**config.mk**
```make
export PLATFORM = sky130hd
export DESIGN_NAME = lrc_time_tag_parser_flat
export DESIGN_NICKNAME = d
export VERILOG_FILES = /design/src/rtl/lrc_pkg.sv /design/src/rtl/lrc_if.sv /design/src/rtl/lrc_front.sv /design/src/rtl/lrc_queue.sv /design/src/rtl/lrc_back.sv /design/src/rtl/lrc_time_tag_parser.sv /design/src/flat_wrapper.sv
export SDC_FILE = /design/constraint.sdc
export NUM_CORES = 1
export LEC_CHECK = 0
export ABC_AREA = 0
export BUFFER_PORTS_ARGS = -buffer_cell sky130_fd_sc_hd__buf_2
export CORE_ASPECT_RATIO = 0.6
export CORE_MARGIN = 2
export CORE_UTILIZATION = 55
export DETAILED_ROUTE_END_ITERATION = 16
export HOLD_SLACK_MARGIN = 0.1
export PLACE_DENSITY = 0.7
export SLEW_MARGIN = 20
export SYNTH_ARGS = -nofsm -noshare
export SYNTH_HDL_FRONTEND = slang
export SYNTH_SLANG_ARGS = --single-unit
```
**constraint.sdc**
```tcl
create_clock -name clk -period 8.6 [get_ports clk]
set_input_delay 1.29 -clock clk [delete_from_list [all_inputs] [get_ports clk]]
set_output_delay 1.29 -clock clk [all_outputs]
set_load 0.005 [all_outputs]
```
**src/rtl/lrc_pkg.sv**
```systemverilog
`default_nettype none

package lrc_pkg;

	// Line phase of the byte parser
	typedef enum logic [1:0] {
		PH_EXPECT,
		PH_TAG,
		PH_SKIP
	} phase_t;

	// Status of a leading digit run
	typedef enum logic [1:0] {
		RUN_NONE,
		RUN_GOING,
		RUN_DONE,
		RUN_FAIL
	} run_t;

	localparam logic [7:0] CH_NEWLINE = 8'd10;
	localparam logic [7:0] CH_OPEN    = 8'd91;
	localparam logic [7:0] CH_CLOSE   = 8'd93;
	localparam logic [7:0] CH_COLON   = 8'd58;
	localparam logic [7:0] CH_DOT     = 8'd46;
	localparam logic [7:0] CH_ZERO    = 8'd48;
	localparam logic [7:0] CH_NINE    = 8'd57;

	localparam logic [2:0] MIN_INNER_LEN = 3'd5;
	localparam logic [1:0] FRAC_MAX      = 2'd3;

	localparam logic [31:0] MS_PER_MIN = 32'd60000;
	localparam logic [31:0] MS_PER_SEC = 32'd1000;

	typedef struct packed {
		logic [31:0] value;
		run_t        status;
	} run_state_t;

	// One accepted tag handed from the parser to the time unit
	typedef struct packed {
		logic [31:0] minute;
		logic [31:0] second;
		logic [9:0]  frac_value;
		logic [1:0]  frac_count;
	} tag_fields_t;

	function automatic logic is_digit(input logic [7:0] c);
		return (c >= CH_ZERO) && (c <= CH_NINE);
	endfunction

	function automatic logic run_ok(input run_t s);
		return (s == RUN_GOING) || (s == RUN_DONE);
	endfunction

	// Feed one character to a digit run: value*10 + digit, fail on 32-bit overflow
	function automatic run_state_t run_feed(input run_state_t cur, input logic [7:0] c);
		run_state_t  nxt;
		logic [35:0] v;
		nxt = cur;
		v = ({4'b0, cur.value} << 3) + ({4'b0, cur.value} << 1) + {32'b0, c[3:0]};
		if ((cur.status == RUN_GOING) || (cur.status == RUN_NONE)) begin
			if (!is_digit(c)) begin
				nxt.status = (cur.status == RUN_GOING) ? RUN_DONE : RUN_FAIL;
			end else if (v[35:32] != 4'b0) begin
				nxt.status = RUN_FAIL;
			end else begin
				nxt.value  = v[31:0];
				nxt.status = RUN_GOING;
			end
		end
		return nxt;
	endfunction

endpackage

`default_nettype wire

```
**src/rtl/lrc_if.sv**
```systemverilog
`default_nettype none

// Text byte channel
interface lrc_text_if;
	logic       valid;
	logic       ready;
	logic [7:0] text_byte;
	logic       last_byte;

	modport source (output valid, output text_byte, output last_byte, input ready);
	modport sink (input valid, input text_byte, input last_byte, output ready);
endinterface

// Timestamp channel
interface lrc_time_if;
	logic        valid;
	logic        ready;
	logic [31:0] time_ms;

	modport source (output valid, output time_ms, input ready);
	modport sink (input valid, input time_ms, output ready);
endinterface

`default_nettype wire

```
**src/rtl/lrc_front.sv**
```systemverilog
`default_nettype none

// Byte parser: tracks line phase and the fields of the open tag
module lrc_front (
	input  wire                  clk,
	input  wire                  arst_n,
	lrc_text_if.sink             text_in,
	input  wire                  queue_full,
	output logic                 push_valid,
	output lrc_pkg::tag_fields_t push_data
);

	lrc_pkg::phase_t     phase_q, phase_d;
	logic [2:0]          len_q, len_d;
	logic                colon_q, colon_d;
	logic                dot_q, dot_d;
	lrc_pkg::run_state_t min_q, min_d;
	lrc_pkg::run_state_t sec_q, sec_d;
	logic [1:0]          fcount_q, fcount_d;
	logic [9:0]          fvalue_q, fvalue_d;
	logic                fended_q, fended_d;

	logic        beat;
	logic        tag_ok;
	logic [13:0] fvalue_x10;

	assign text_in.ready = !queue_full;
	assign beat          = text_in.valid && text_in.ready;
	assign fvalue_x10    = ({4'b0, fvalue_q} << 3) + ({4'b0, fvalue_q} << 1)
	                       + {10'b0, text_in.text_byte[3:0]};

	// Next state
	always_comb begin
		phase_d  = phase_q;
		len_d    = len_q;
		colon_d  = colon_q;
		dot_d    = dot_q;
		min_d    = min_q;
		sec_d    = sec_q;
		fcount_d = fcount_q;
		fvalue_d = fvalue_q;
		fended_d = fended_q;
		if (beat) begin
			if (text_in.text_byte == lrc_pkg::CH_NEWLINE) begin
				phase_d = lrc_pkg::PH_EXPECT;
			end else begin
				unique case (phase_q)
					lrc_pkg::PH_EXPECT: begin
						if (text_in.text_byte == lrc_pkg::CH_OPEN) begin
							phase_d  = lrc_pkg::PH_TAG;
							len_d    = 3'd0;
							colon_d  = 1'b0;
							dot_d    = 1'b0;
							min_d    = '{value: 32'd0, status: lrc_pkg::RUN_NONE};
							sec_d    = '{value: 32'd0, status: lrc_pkg::RUN_NONE};
							fcount_d = 2'd0;
							fvalue_d = 10'd0;
							fended_d = 1'b0;
						end else begin
							phase_d = lrc_pkg::PH_SKIP;
						end
					end
					lrc_pkg::PH_TAG: begin
						if (text_in.text_byte == lrc_pkg::CH_CLOSE) begin
							phase_d = tag_ok ? lrc_pkg::PH_EXPECT : lrc_pkg::PH_SKIP;
						end else begin
							if (len_q < lrc_pkg::MIN_INNER_LEN) begin
								len_d = len_q + 3'd1;
							end
							priority if (!colon_q) begin
								if (text_in.text_byte == lrc_pkg::CH_COLON) begin
									colon_d = 1'b1;
								end else begin
									min_d = lrc_pkg::run_feed(min_q, text_in.text_byte);
								end
							end else if (!dot_q) begin
								if (text_in.text_byte == lrc_pkg::CH_DOT) begin
									dot_d = 1'b1;
								end else begin
									sec_d = lrc_pkg::run_feed(sec_q, text_in.text_byte);
								end
							end else if (fcount_q < lrc_pkg::FRAC_MAX) begin
								fcount_d = fcount_q + 2'd1;
								if (!fended_q) begin
									if (lrc_pkg::is_digit(text_in.text_byte)) begin
										fvalue_d = fvalue_x10[9:0];
									end else begin
										fended_d = 1'b1;
									end
								end
							end else begin
								fcount_d = fcount_q;
							end
						end
					end
					default: begin
						phase_d = lrc_pkg::PH_SKIP;
					end
				endcase
				if (text_in.last_byte) begin
					phase_d = lrc_pkg::PH_EXPECT;
				end
			end
		end
	end

	// Outputs: a closing bracket on a well-formed tag pushes it to the queue
	always_comb begin
		tag_ok = (len_q >= lrc_pkg::MIN_INNER_LEN) && colon_q
		         && lrc_pkg::run_ok(min_q.status) && lrc_pkg::run_ok(sec_q.status);
		push_valid = beat && (phase_q == lrc_pkg::PH_TAG)
		             && (text_in.text_byte == lrc_pkg::CH_CLOSE) && tag_ok;
		push_data.minute     = min_q.value;
		push_data.second     = sec_q.value;
		push_data.frac_value = fvalue_q;
		push_data.frac_count = fcount_q;
	end

	always_ff @(posedge clk or negedge arst_n) begin
		if (!arst_n) begin
			phase_q  <= lrc_pkg::PH_EXPECT;
			len_q    <= 3'd0;
			colon_q  <= 1'b0;
			dot_q    <= 1'b0;
			min_q    <= '{value: 32'd0, status: lrc_pkg::RUN_NONE};
			sec_q    <= '{value: 32'd0, status: lrc_pkg::RUN_NONE};
			fcount_q <= 2'd0;
			fvalue_q <= 10'd0;
			fended_q <= 1'b0;
		end else begin
			phase_q  <= phase_d;
			len_q    <= len_d;
			colon_q  <= colon_d;
			dot_q    <= dot_d;
			min_q    <= min_d;
			sec_q    <= sec_d;
			fcount_q <= fcount_d;
			fvalue_q <= fvalue_d;
			fended_q <= fended_d;
		end
	end

endmodule

`default_nettype wire

```
**src/rtl/lrc_queue.sv**
```systemverilog
`default_nettype none

// Small FIFO of parsed tags between parser and time unit
module lrc_queue #(
	parameter int DEPTH = 4
) (
	input  wire                  clk,
	input  wire                  arst_n,
	input  wire                  push_valid,
	input  lrc_pkg::tag_fields_t push_data,
	output logic                 full,
	input  wire                  pop,
	output logic                 pop_valid,
	output lrc_pkg::tag_fields_t pop_data
);

	localparam int PTR_W = $clog2(DEPTH);
	localparam int CNT_W = $clog2(DEPTH + 1);

	lrc_pkg::tag_fields_t entry_q [DEPTH];
	logic [PTR_W-1:0]     wr_ptr_q, rd_ptr_q;
	logic [CNT_W-1:0]     count_q;
	logic                 do_push, do_pop;

	assign full      = (count_q == CNT_W'(DEPTH));
	assign pop_valid = (count_q != '0);
	assign pop_data  = entry_q[rd_ptr_q];
	assign do_push   = push_valid && !full;
	assign do_pop    = pop && pop_valid;

	// Storage
	always_ff @(posedge clk) begin
		if (do_push) begin
			entry_q[wr_ptr_q] <= push_data;
		end
	end

	// Pointers and fill count
	always_ff @(posedge clk or negedge arst_n) begin
		if (!arst_n) begin
			wr_ptr_q <= '0;
			rd_ptr_q <= '0;
			count_q  <= '0;
		end else begin
			if (do_push) begin
				wr_ptr_q <= (wr_ptr_q == PTR_W'(DEPTH - 1)) ? '0 : wr_ptr_q + PTR_W'(1);
			end
			if (do_pop) begin
				rd_ptr_q <= (rd_ptr_q == PTR_W'(DEPTH - 1)) ? '0 : rd_ptr_q + PTR_W'(1);
			end
			if (do_push && !do_pop) begin
				count_q <= count_q + CNT_W'(1);
			end else if (do_pop && !do_push) begin
				count_q <= count_q - CNT_W'(1);
			end
		end
	end

endmodule

`default_nettype wire

```
**src/rtl/lrc_back.sv**
```systemverilog
`default_nettype none

// Time unit: products in stage 1, sum into the output register in stage 2
module lrc_back (
	input  wire                  clk,
	input  wire                  arst_n,
	input  wire                  pop_valid,
	input  lrc_pkg::tag_fields_t pop_data,
	output logic                 pop,
	lrc_time_if.source           time_out
);

	logic        valid_s1, valid_s2;
	logic [31:0] min_ms_s1, sec_ms_s1;
	logic [16:0] frac_ms_s1;
	logic [31:0] time_s2;

	logic        adv_s1, adv_s2;
	logic [31:0] min_ms, sec_ms;
	logic [16:0] frac_ms;

	assign adv_s2 = !valid_s2 || time_out.ready;
	assign adv_s1 = !valid_s1 || adv_s2;
	assign pop    = pop_valid && adv_s1;

	// Products, kept modulo 2^32
	assign min_ms = pop_data.minute * lrc_pkg::MS_PER_MIN;
	assign sec_ms = pop_data.second * lrc_pkg::MS_PER_SEC;

	// Fraction scaled by its character count
	always_comb begin
		unique case (pop_data.frac_count)
			2'd0:    frac_ms = 17'd0;
			2'd1:    frac_ms = {7'b0, pop_data.frac_value} * 17'd100;
			2'd2:    frac_ms = {7'b0, pop_data.frac_value} * 17'd10;
			default: frac_ms = {7'b0, pop_data.frac_value};
		endcase
	end

	always_ff @(posedge clk) begin
		if (adv_s1 && pop_valid) begin
			min_ms_s1  <= min_ms;
			sec_ms_s1  <= sec_ms;
			frac_ms_s1 <= frac_ms;
		end
		if (adv_s2 && valid_s1) begin
			time_s2 <= min_ms_s1 + sec_ms_s1 + {15'b0, frac_ms_s1};
		end
	end

	always_ff @(posedge clk or negedge arst_n) begin
		if (!arst_n) begin
			valid_s1 <= 1'b0;
			valid_s2 <= 1'b0;
		end else begin
			if (adv_s1) begin
				valid_s1 <= pop_valid;
			end
			if (adv_s2) begin
				valid_s2 <= valid_s1;
			end
		end
	end

	assign time_out.valid   = valid_s2;
	assign time_out.time_ms = time_s2;

endmodule

`default_nettype wire

```
**src/rtl/lrc_time_tag_parser.sv**
```systemverilog
// Takes one text byte per cycle; ready drops only while the tag queue is full.
// A good tag's closing bracket, once accepted, goes into the queue, then through
// the registered multiply and add of the time unit to time_out. Throughput: one
// byte per cycle unless the queue is full, a timestamp per cycle when not held.
// Reset (arst_n low, asynchronous) returns the parser to line start and empties
// the queue and the time pipeline.
`default_nettype none

module lrc_time_tag_parser #(
	parameter int QUEUE_DEPTH = 4
) (
	input  wire        clk,
	input  wire        arst_n,
	lrc_text_if.sink   text_in,
	lrc_time_if.source time_out
);

	logic                 push_valid, queue_full, pop, pop_valid;
	lrc_pkg::tag_fields_t push_data, pop_data;

	lrc_front u_front (
		.clk        (clk),
		.arst_n     (arst_n),
		.text_in    (text_in),
		.queue_full (queue_full),
		.push_valid (push_valid),
		.push_data  (push_data)
	);

	lrc_queue #(
		.DEPTH (QUEUE_DEPTH)
	) u_queue (
		.clk        (clk),
		.arst_n     (arst_n),
		.push_valid (push_valid),
		.push_data  (push_data),
		.full       (queue_full),
		.pop        (pop),
		.pop_valid  (pop_valid),
		.pop_data   (pop_data)
	);

	lrc_back u_back (
		.clk       (clk),
		.arst_n    (arst_n),
		.pop_valid (pop_valid),
		.pop_data  (pop_data),
		.pop       (pop),
		.time_out  (time_out)
	);

endmodule

`default_nettype wire

```
**src/flat_wrapper.sv**
```systemverilog
// flat-port wrapper written by rule: the top's interface ports become plain ports
module lrc_time_tag_parser_flat 
#(
	parameter int QUEUE_DEPTH = 4
)
  (clk, arst_n, text_in_valid, text_in_text_byte, text_in_last_byte, text_in_ready, time_out_valid, time_out_time_ms, time_out_ready);
  lrc_text_if text_in_i ();
  lrc_time_if time_out_i ();
  input  wire clk;
  input  wire arst_n;
  input wire logic [$bits(text_in_i.valid)-1:0] text_in_valid;
  input wire logic [$bits(text_in_i.text_byte)-1:0] text_in_text_byte;
  input wire logic [$bits(text_in_i.last_byte)-1:0] text_in_last_byte;
  output wire logic [$bits(text_in_i.ready)-1:0] text_in_ready;
  output wire logic [$bits(time_out_i.valid)-1:0] time_out_valid;
  output wire logic [$bits(time_out_i.time_ms)-1:0] time_out_time_ms;
  input wire logic [$bits(time_out_i.ready)-1:0] time_out_ready;
  assign text_in_i.valid = text_in_valid;
  assign text_in_i.text_byte = text_in_text_byte;
  assign text_in_i.last_byte = text_in_last_byte;
  assign text_in_ready = text_in_i.ready;
  assign time_out_valid = time_out_i.valid;
  assign time_out_time_ms = time_out_i.time_ms;
  assign time_out_i.ready = time_out_ready;
  lrc_time_tag_parser #(.QUEUE_DEPTH(QUEUE_DEPTH)) u_core (.clk(clk), .arst_n(arst_n), .text_in(text_in_i), .time_out(time_out_i));
endmodule
```
Word-level counts from Yosys, hierarchy flattened
Memory sizes are Yosys's and may differ from the RTL's.
Index checks and enable logic that the tools add are counted.

operators by class
  bitwise operators = 1
  $mul = 4
  reductions and logical operators = 44
  mux-type cells = 70
  add/sub/neg operators = 14
  equality and inequality tests = 32
  magnitude comparators = 5

operators with widths
  kind                                                                    number
  34-bit two-way mux                                                      10
  34-bit case mux with 2 select lines                                     2
  32-bit two-way mux                                                      4
  35-bit by 33-bit adder with 36-bit output                               2
  36-bit by 4-bit adder with 36-bit output                                2
  10-bit two-way mux                                                      7
  17-bit case mux with 3 select lines                                     1
  32-bit by 17-bit adder with 32-bit output                               1
  32-bit adder                                                            1
  32-bit by 11-bit multiplier with 27-bit output (second input constant)  1
  32-bit by 7-bit multiplier with 29-bit output (second input constant)   1
  2-bit two-way mux                                                       16
  2-bit != test (second input constant)                                   16
  10-bit case mux with 2 select lines                                     1
  10-bit AND reduction                                                    2
  1-bit two-way mux                                                       18
  8-bit by 6-bit == test with 1-bit output (second input constant)        2
  8-bit by 7-bit == test with 1-bit output (second input constant)        2
  8-bit AND reduction                                                     2
  10-bit by 5-bit multiplier with 15-bit output (second input constant)   1
  3-bit two-way mux                                                       5
  1-bit logical AND                                                       14
  10-bit by 3-bit multiplier with 13-bit output (second input constant)   1
  6-bit AND reduction                                                     2
  other kinds (29)                                                        56

storage, ports and cells
  flip-flop bits (word level) = 202
  input port bits = 13
  logic and storage cells = 191
  output and inout bits = 34
  memories kept = 1
  memory bits (writable) = 304

memory list
  name                    depth  width  rd ports  clocked after memory_dff  write ports  RTL line         source
  u_core.u_queue.entry_q  4      76     1         0                         1            lrc_queue.sv:20  lrc_pkg::tag_fields_t entry_q [DEPTH];

Depth between registers and ports, before layout
  depth in word-level cells = 11
  depth in mapped cells = 25
  gate-level depth less buffers = 21

By module
A second synthesis with hierarchy kept.

second synthesis, totals
  cells, all modules = 2872
  area, all modules = 35155.0 µm²

modules (own cells, without submodules)
  module     instances  cells an instance  sequential area each (µm²)  area each (µm²)
  lrc_back   1          1397               3203.1                      14700.3
  lrc_queue  1          435                9303.9                      11419.7
  lrc_front  1          1040               2202.1                      9034.9

Worst setup path before layout
Ideal clock, no wire load.

  kind = flip-flop to flip-flop
  start point = register u_core.u_queue.rd_ptr_q[0]
  end point = register u_core.u_back.min_ms_s1[31] (data pin)
  stages on the path, launching flop included = 25
  required time = 8338 ps
  path slack = 926 ps
  clock period less this slack = 7674 ps
  arrival = 7412 ps
  cells stage by stage = dfrtp_1 -> buf_2 -> buf_2 -> clkbuf_1 -> buf_1 -> mux2_2 -> o21ai_0 -> inv_1 -> fa_1 -> fa_1 -> fa_1 -> inv_1 -> fa_1 -> fa_1 -> inv_1 -> ha_1 -> a21o_1 -> a21o_1 -> a21oi_1 -> o21ai_0 -> a311oi_1 -> o211ai_1 -> a31o_2 -> a21oi_1 -> xor2_1

on the way
  longest elaborated chain between the ends = 2

RTL lines
  element                                         RTL line         source
  from (decl)                                     lrc_queue.sv:21  logic [PTR_W-1:0] wr_ptr_q, rd_ptr_q;
  from (signal assigned)                          lrc_queue.sv:49  rd_ptr_q <= (rd_ptr_q == PTR_W'(DEPTH - 1)) ? '0 : rd_ptr_q + PTR_W'(1);
  memory read 4 x 76 bit                          -
  32-bit by 11-bit multiplier with 27-bit output  lrc_back.sv:27   assign min_ms = pop_data.minute * lrc_pkg::MS_PER_MIN;
  net u_core.u_back.min_ms[31]                    lrc_back.sv:19   logic [31:0] min_ms, sec_ms;
  to (signal assigned)                            lrc_back.sv:42   min_ms_s1 <= min_ms;
  to (decl)                                       lrc_back.sv:14   logic [31:0] min_ms_s1, sec_ms_s1;

The timed path passes the listed nets, and every way through them passes these cells.
A chain may end at the register's enable or synchronous reset.

Worst setup path in the final report
  start point = register u_core.u_queue.rd_ptr_q[0]
  end point = register u_core.u_back.sec_ms_s1[25] (data pin)

on the way
  longest elaborated chain between the ends = 2

RTL lines
  element                                        RTL line        source
  memory read 4 x 76 bit                         -
  32-bit by 7-bit multiplier with 29-bit output  lrc_back.sv:28  assign sec_ms = pop_data.second * lrc_pkg::MS_PER_SEC;
  net u_core.u_back.sec_ms[25]                   lrc_back.sv:19
  to (signal assigned)                           lrc_back.sv:43  sec_ms_s1 <= sec_ms;
  to (decl)                                      lrc_back.sv:14

The timed path passes the listed nets, and every way through them passes these cells.

==> summary.txt <==
Worst hold path
  • Min-Delay Path Depth: 0
  • Hold_sp: u_core.u_back.frac_ms_s1[1]
  • Tightest Hold Check Type: flop to flop
  • Worst Hold End: u_core.u_back.time_out.time_ms[1]

Layout
  • Area Overhead vs Synth: 8.41%
  • Nets: roughly 3.3k
  • Footprint of the multi-input gates: 17,300 sq um
  • Fill count: 4,583
  • Share of cells above drive strength 1: 0.0946
  • Register area: 13,800 sq um

Clock network
  • Max clock buf depth: 3
  • Postcts setup bufs: 0
  • Hold Buf Count CTS: 0
  • Clk_lat worst skew: 600 ps
  • CTS buffer count: 47
  • H-tree Lvls: 2
  • Post-CTS sizing: 0
  • Clock sinks: 474
  • CTS clk-pin slew, worst paths: 60 ps
  • CTS tree: yes
  • Root Driver: clkbuf_16

Setup path
  • Worst r2r src: u_core.u_queue.rd_ptr_q[0]
  • CP endpoint kind: flop
  • Critical Path RT: between 8000 and 9000 ps
  • Critical Path AT: 7550 ps
  • Crit-path max FO: 45
  • Critical Path Source Type: flop
  • R2r endpoint: u_core.u_back.sec_ms_s1[25]
  • R2R setup slack: about 1400 ps
  • R2R cell count: 16
  • CP Class: flop to flop

Place
  • RD Place Congestion: roughly 0.88
  • IO Port Bufs: 46
  • Detailed Place HPWL: between 50,000 and 60,000 um

Timing
  • Final Slew Violations: 0
  • RSZ-0062 raised after global routing: false
  • Final Cycle Share: 0.842
  • Setup TNS: 0 ps
  • Fmax: 138 MHz
  • Normalized max-slew margin: 0.294
  • Worst clock skew: about 28 ps
  • Final hold violations: 0
  • Slew @ Worst Pin: 1060 ps
  • Final worst path period need: 7240 ps
  • Final Setup Violations: 0

Route
  • Final wirelength: between 60,000 and 70,000 um
  • # DRC: 0
  • Avg WL per Cell: 20.0 um
  • Vias per cell: between 5 and 6
  • Via count: 20.1k
  • Antenna viol nets, final: 0
  • Initial drt markers: 1,642
  • DR pass1 iterations: 8

Yosys
  • Post-synthesis async set-or-reset flop share: 0.205
  • Syn Nets: 3,196
  • Yosys warns: 0
  • Post-synthesis register bit count: about 470
  • Synth area leaders: edfxtp_1 35%, ha_1 14%, fa_1 13%, dfrtp_1 7.4%, mux4_2 4.6%
  • Post-synthesis sequential area ratio: 0.422
  • Post-synth EDFFs: about 380
  • Top_reg_cell synth: edfxtp_1
  • Synthesized cell area: 32,600 sq um
  • Top-area cell type share of the netlist area: 0.347
  • Mapped Cells: approximately 2.6k
  • Commonest cells in the netlist: 377 x edfxtp_1, 359 x ha_1, 352 x inv_1, 207 x fa_1, 164 x nand2_1
  • Synth area leader: edfxtp_1
  • Unique cell type count in the Yosys netlist: 87
  • Avg Inst Size Synth: around 12 sq um
  • Most instantiated library cell after synthesis: edfxtp_1

Global route
  • Vias in the first global route: 20.1k
  • Total GRT Usage: 0.234
  • Antenna violations before repair: 0
  • Grt ovf: 0
  • First-pass GRT wire length: 112,000 um
  • Largest net degree at the start of global routing: 77

Job
  • Maxcap violations: 0

Floorplan
  • Initial Utilization: 0.554
  • Core ar.: 58,900 sq um
  • Row Count: 69
  • # IOs: 47
  • Die Area: 61,300 sq um
  • Die Height: roughly 190 um
  • Die width: 318 um

Power and ir drop
  • Overall power: 9320 uW
  • Worst VDD drop: between 0.2 and 0.25 mV
  • Comb pwr share: 0.424
  • Leak Pwr: 0.0158 uW
  • Clock power share: 0.235
  • PwrDens: about 260 nW/um^2
  • Cell internal pwr: just under 6000 uW
  • Switching fraction of total power: 0.361
  • Sequential power share: 0.341
  • Net Sw Power: 3370 uW

Outcome
  • Status: finished clean
-- cell usage in the layout (no fill, tap or decap), types with 14 or more instances in the layout --
cell type,count
o211ai_1,14
buf_2,45
buf_4,14
ha_1,359
nor2b_1,20
fa_1,207
mux2i_1,70
o21ai_0,92
nand2b_1,20
xnor2_1,100
a21o_1,59
a21oi_1,111
o21a_1,22
nor2_1,93
mux4_2,67
nor3_1,33
o21bai_1,20
xor2_1,56
edfxtp_1,377
nand4_1,17
clkbuf_16,48
nand3_1,16
a211oi_1,15
inv_1,352
o31ai_1,14
dfrtp_1,95
nand2_1,164
-- layout make-up --
type / instances / area share
multi-input cells: 1743 / 0.489
flip-flops and latches: 474 / 0.389
inverters: 352 / 0.0374
clock buffers: 58 / 0.0367
well taps: 781 / 0.0276
clock inverters: 30 / 0.0106
repair buffers: 59 / 0.00934
diodes: 1 / 0.0000708
-- power groups by stage --
stage | sequential (uW) | combinational (uW) | clock [uW]
2_1_floorplan | 3130 | 3030 | 0
5_1_grt | 3210 | 4480 | 2320
3_5_place_dp | 3230 | 3920 | 0
6_report | 3180 | 3950 | 2190
4_1_cts | 3190 | 3950 | 2230
3_3_place_gp | 3230 | 3820 | 0
-- per-layer routing --
metal  part of all wire  wire length, um  up-vias  GRT usage
met5                  0                0        -          0
met4              0.013              900        0     0.0399
met3              0.053             3700       68     0.0347
met2               0.41            28400      491      0.333
met1               0.53            36900    10100      0.382
li1                   -                -     9470          -
-- how the worst max path moves through the flow --
stage                               startpoint                     endpoint  slack, ps  depth (start not counted)
floorplan           u_core.u_queue.rd_ptr_q[0]  u_core.u_back.min_ms_s1[31]        930                         24
global placement    u_core.u_queue.rd_ptr_q[0]  u_core.u_back.sec_ms_s1[25]       1550                         16
detailed placement  u_core.u_queue.rd_ptr_q[0]  u_core.u_back.sec_ms_s1[25]       1330                         16
CTS                 u_core.u_queue.rd_ptr_q[0]  u_core.u_back.sec_ms_s1[25]       1270                         16
global route        u_core.u_queue.rd_ptr_q[0]  u_core.u_back.min_ms_s1[31]        780                         20
finish              u_core.u_queue.rd_ptr_q[0]  u_core.u_back.sec_ms_s1[25]       1360                         16
-- state kept, by name, indices dropped and copies added, names as in the netlist, 2 cells and up --
| signal | flops |
|---|---|
| u_core.u_queue.entry_q | 272 |
| u_core.u_front.push_data | 64 |
| u_core.u_back.time_out.time_ms | 32 |
| u_core.u_back.sec_ms_s1 | 29 |
| u_core.u_back.min_ms_s1 | 27 |
| u_core.u_back.frac_ms_s1 | 17 |
| u_core.u_front.fvalue_q | 10 |
| u_core.u_front.len_q | 3 |
| u_core.u_queue.count_q | 3 |
| u_core.u_front.fcount_q | 2 |
| u_core.u_front.min_q | 2 |
| u_core.u_front.phase_q | 2 |
| u_core.u_front.sec_q | 2 |
| u_core.u_queue.rd_ptr_q | 2 |
| u_core.u_queue.wr_ptr_q | 2 |
-- through the flow --
stage	worst slack [ps]	util	cells	hold slack (ps)	cell area, sq um
finish	1360	0.600	3498	425	35400
CTS	1270	0.600	3497	428	35400
floorplan	926	-	2617	400	32600
global placement	1550	0.572	3409	418	33700
detailed placement	1330	0.572	3409	413	33700
global route	782	0.600	3497	432	35400
-- critical path, stage by stage, from the launching register on --
cell and delay (ps):
dfrtp_4 800, buf_4 750, mux4_2 670, inv_1 230
fa_1 480, fa_1 550, fa_1 440, fa_1 510
inv_1 40, ha_1 340, a21oi_1 340, nand3_1 140
o211a_1 270, a41oi_1 430, o21ai_0 240, a2111oi_0 530
nor3_1 110
-- cell families (layout without fill, tap and decap cells) --
family | count (synthesis) | count (layout) | share of synthesized area
AO/OA/AOI/OAI | 445 | 445 | 0.0893
flip-flops | 474 | 474 | 0.422
XOR/XNOR | 156 | 156 | 0.0419
multiplexers | 143 | 143 | 0.0698
adder cells (fa/ha/maj) | 566 | 566 | 0.265
other | 0 | 1 | 0
buffers and inverters | 400 | 499 | 0.0487
AND/OR/NAND/NOR | 433 | 433 | 0.0638
No activity file was read; power rests on OpenSTA's default activity.
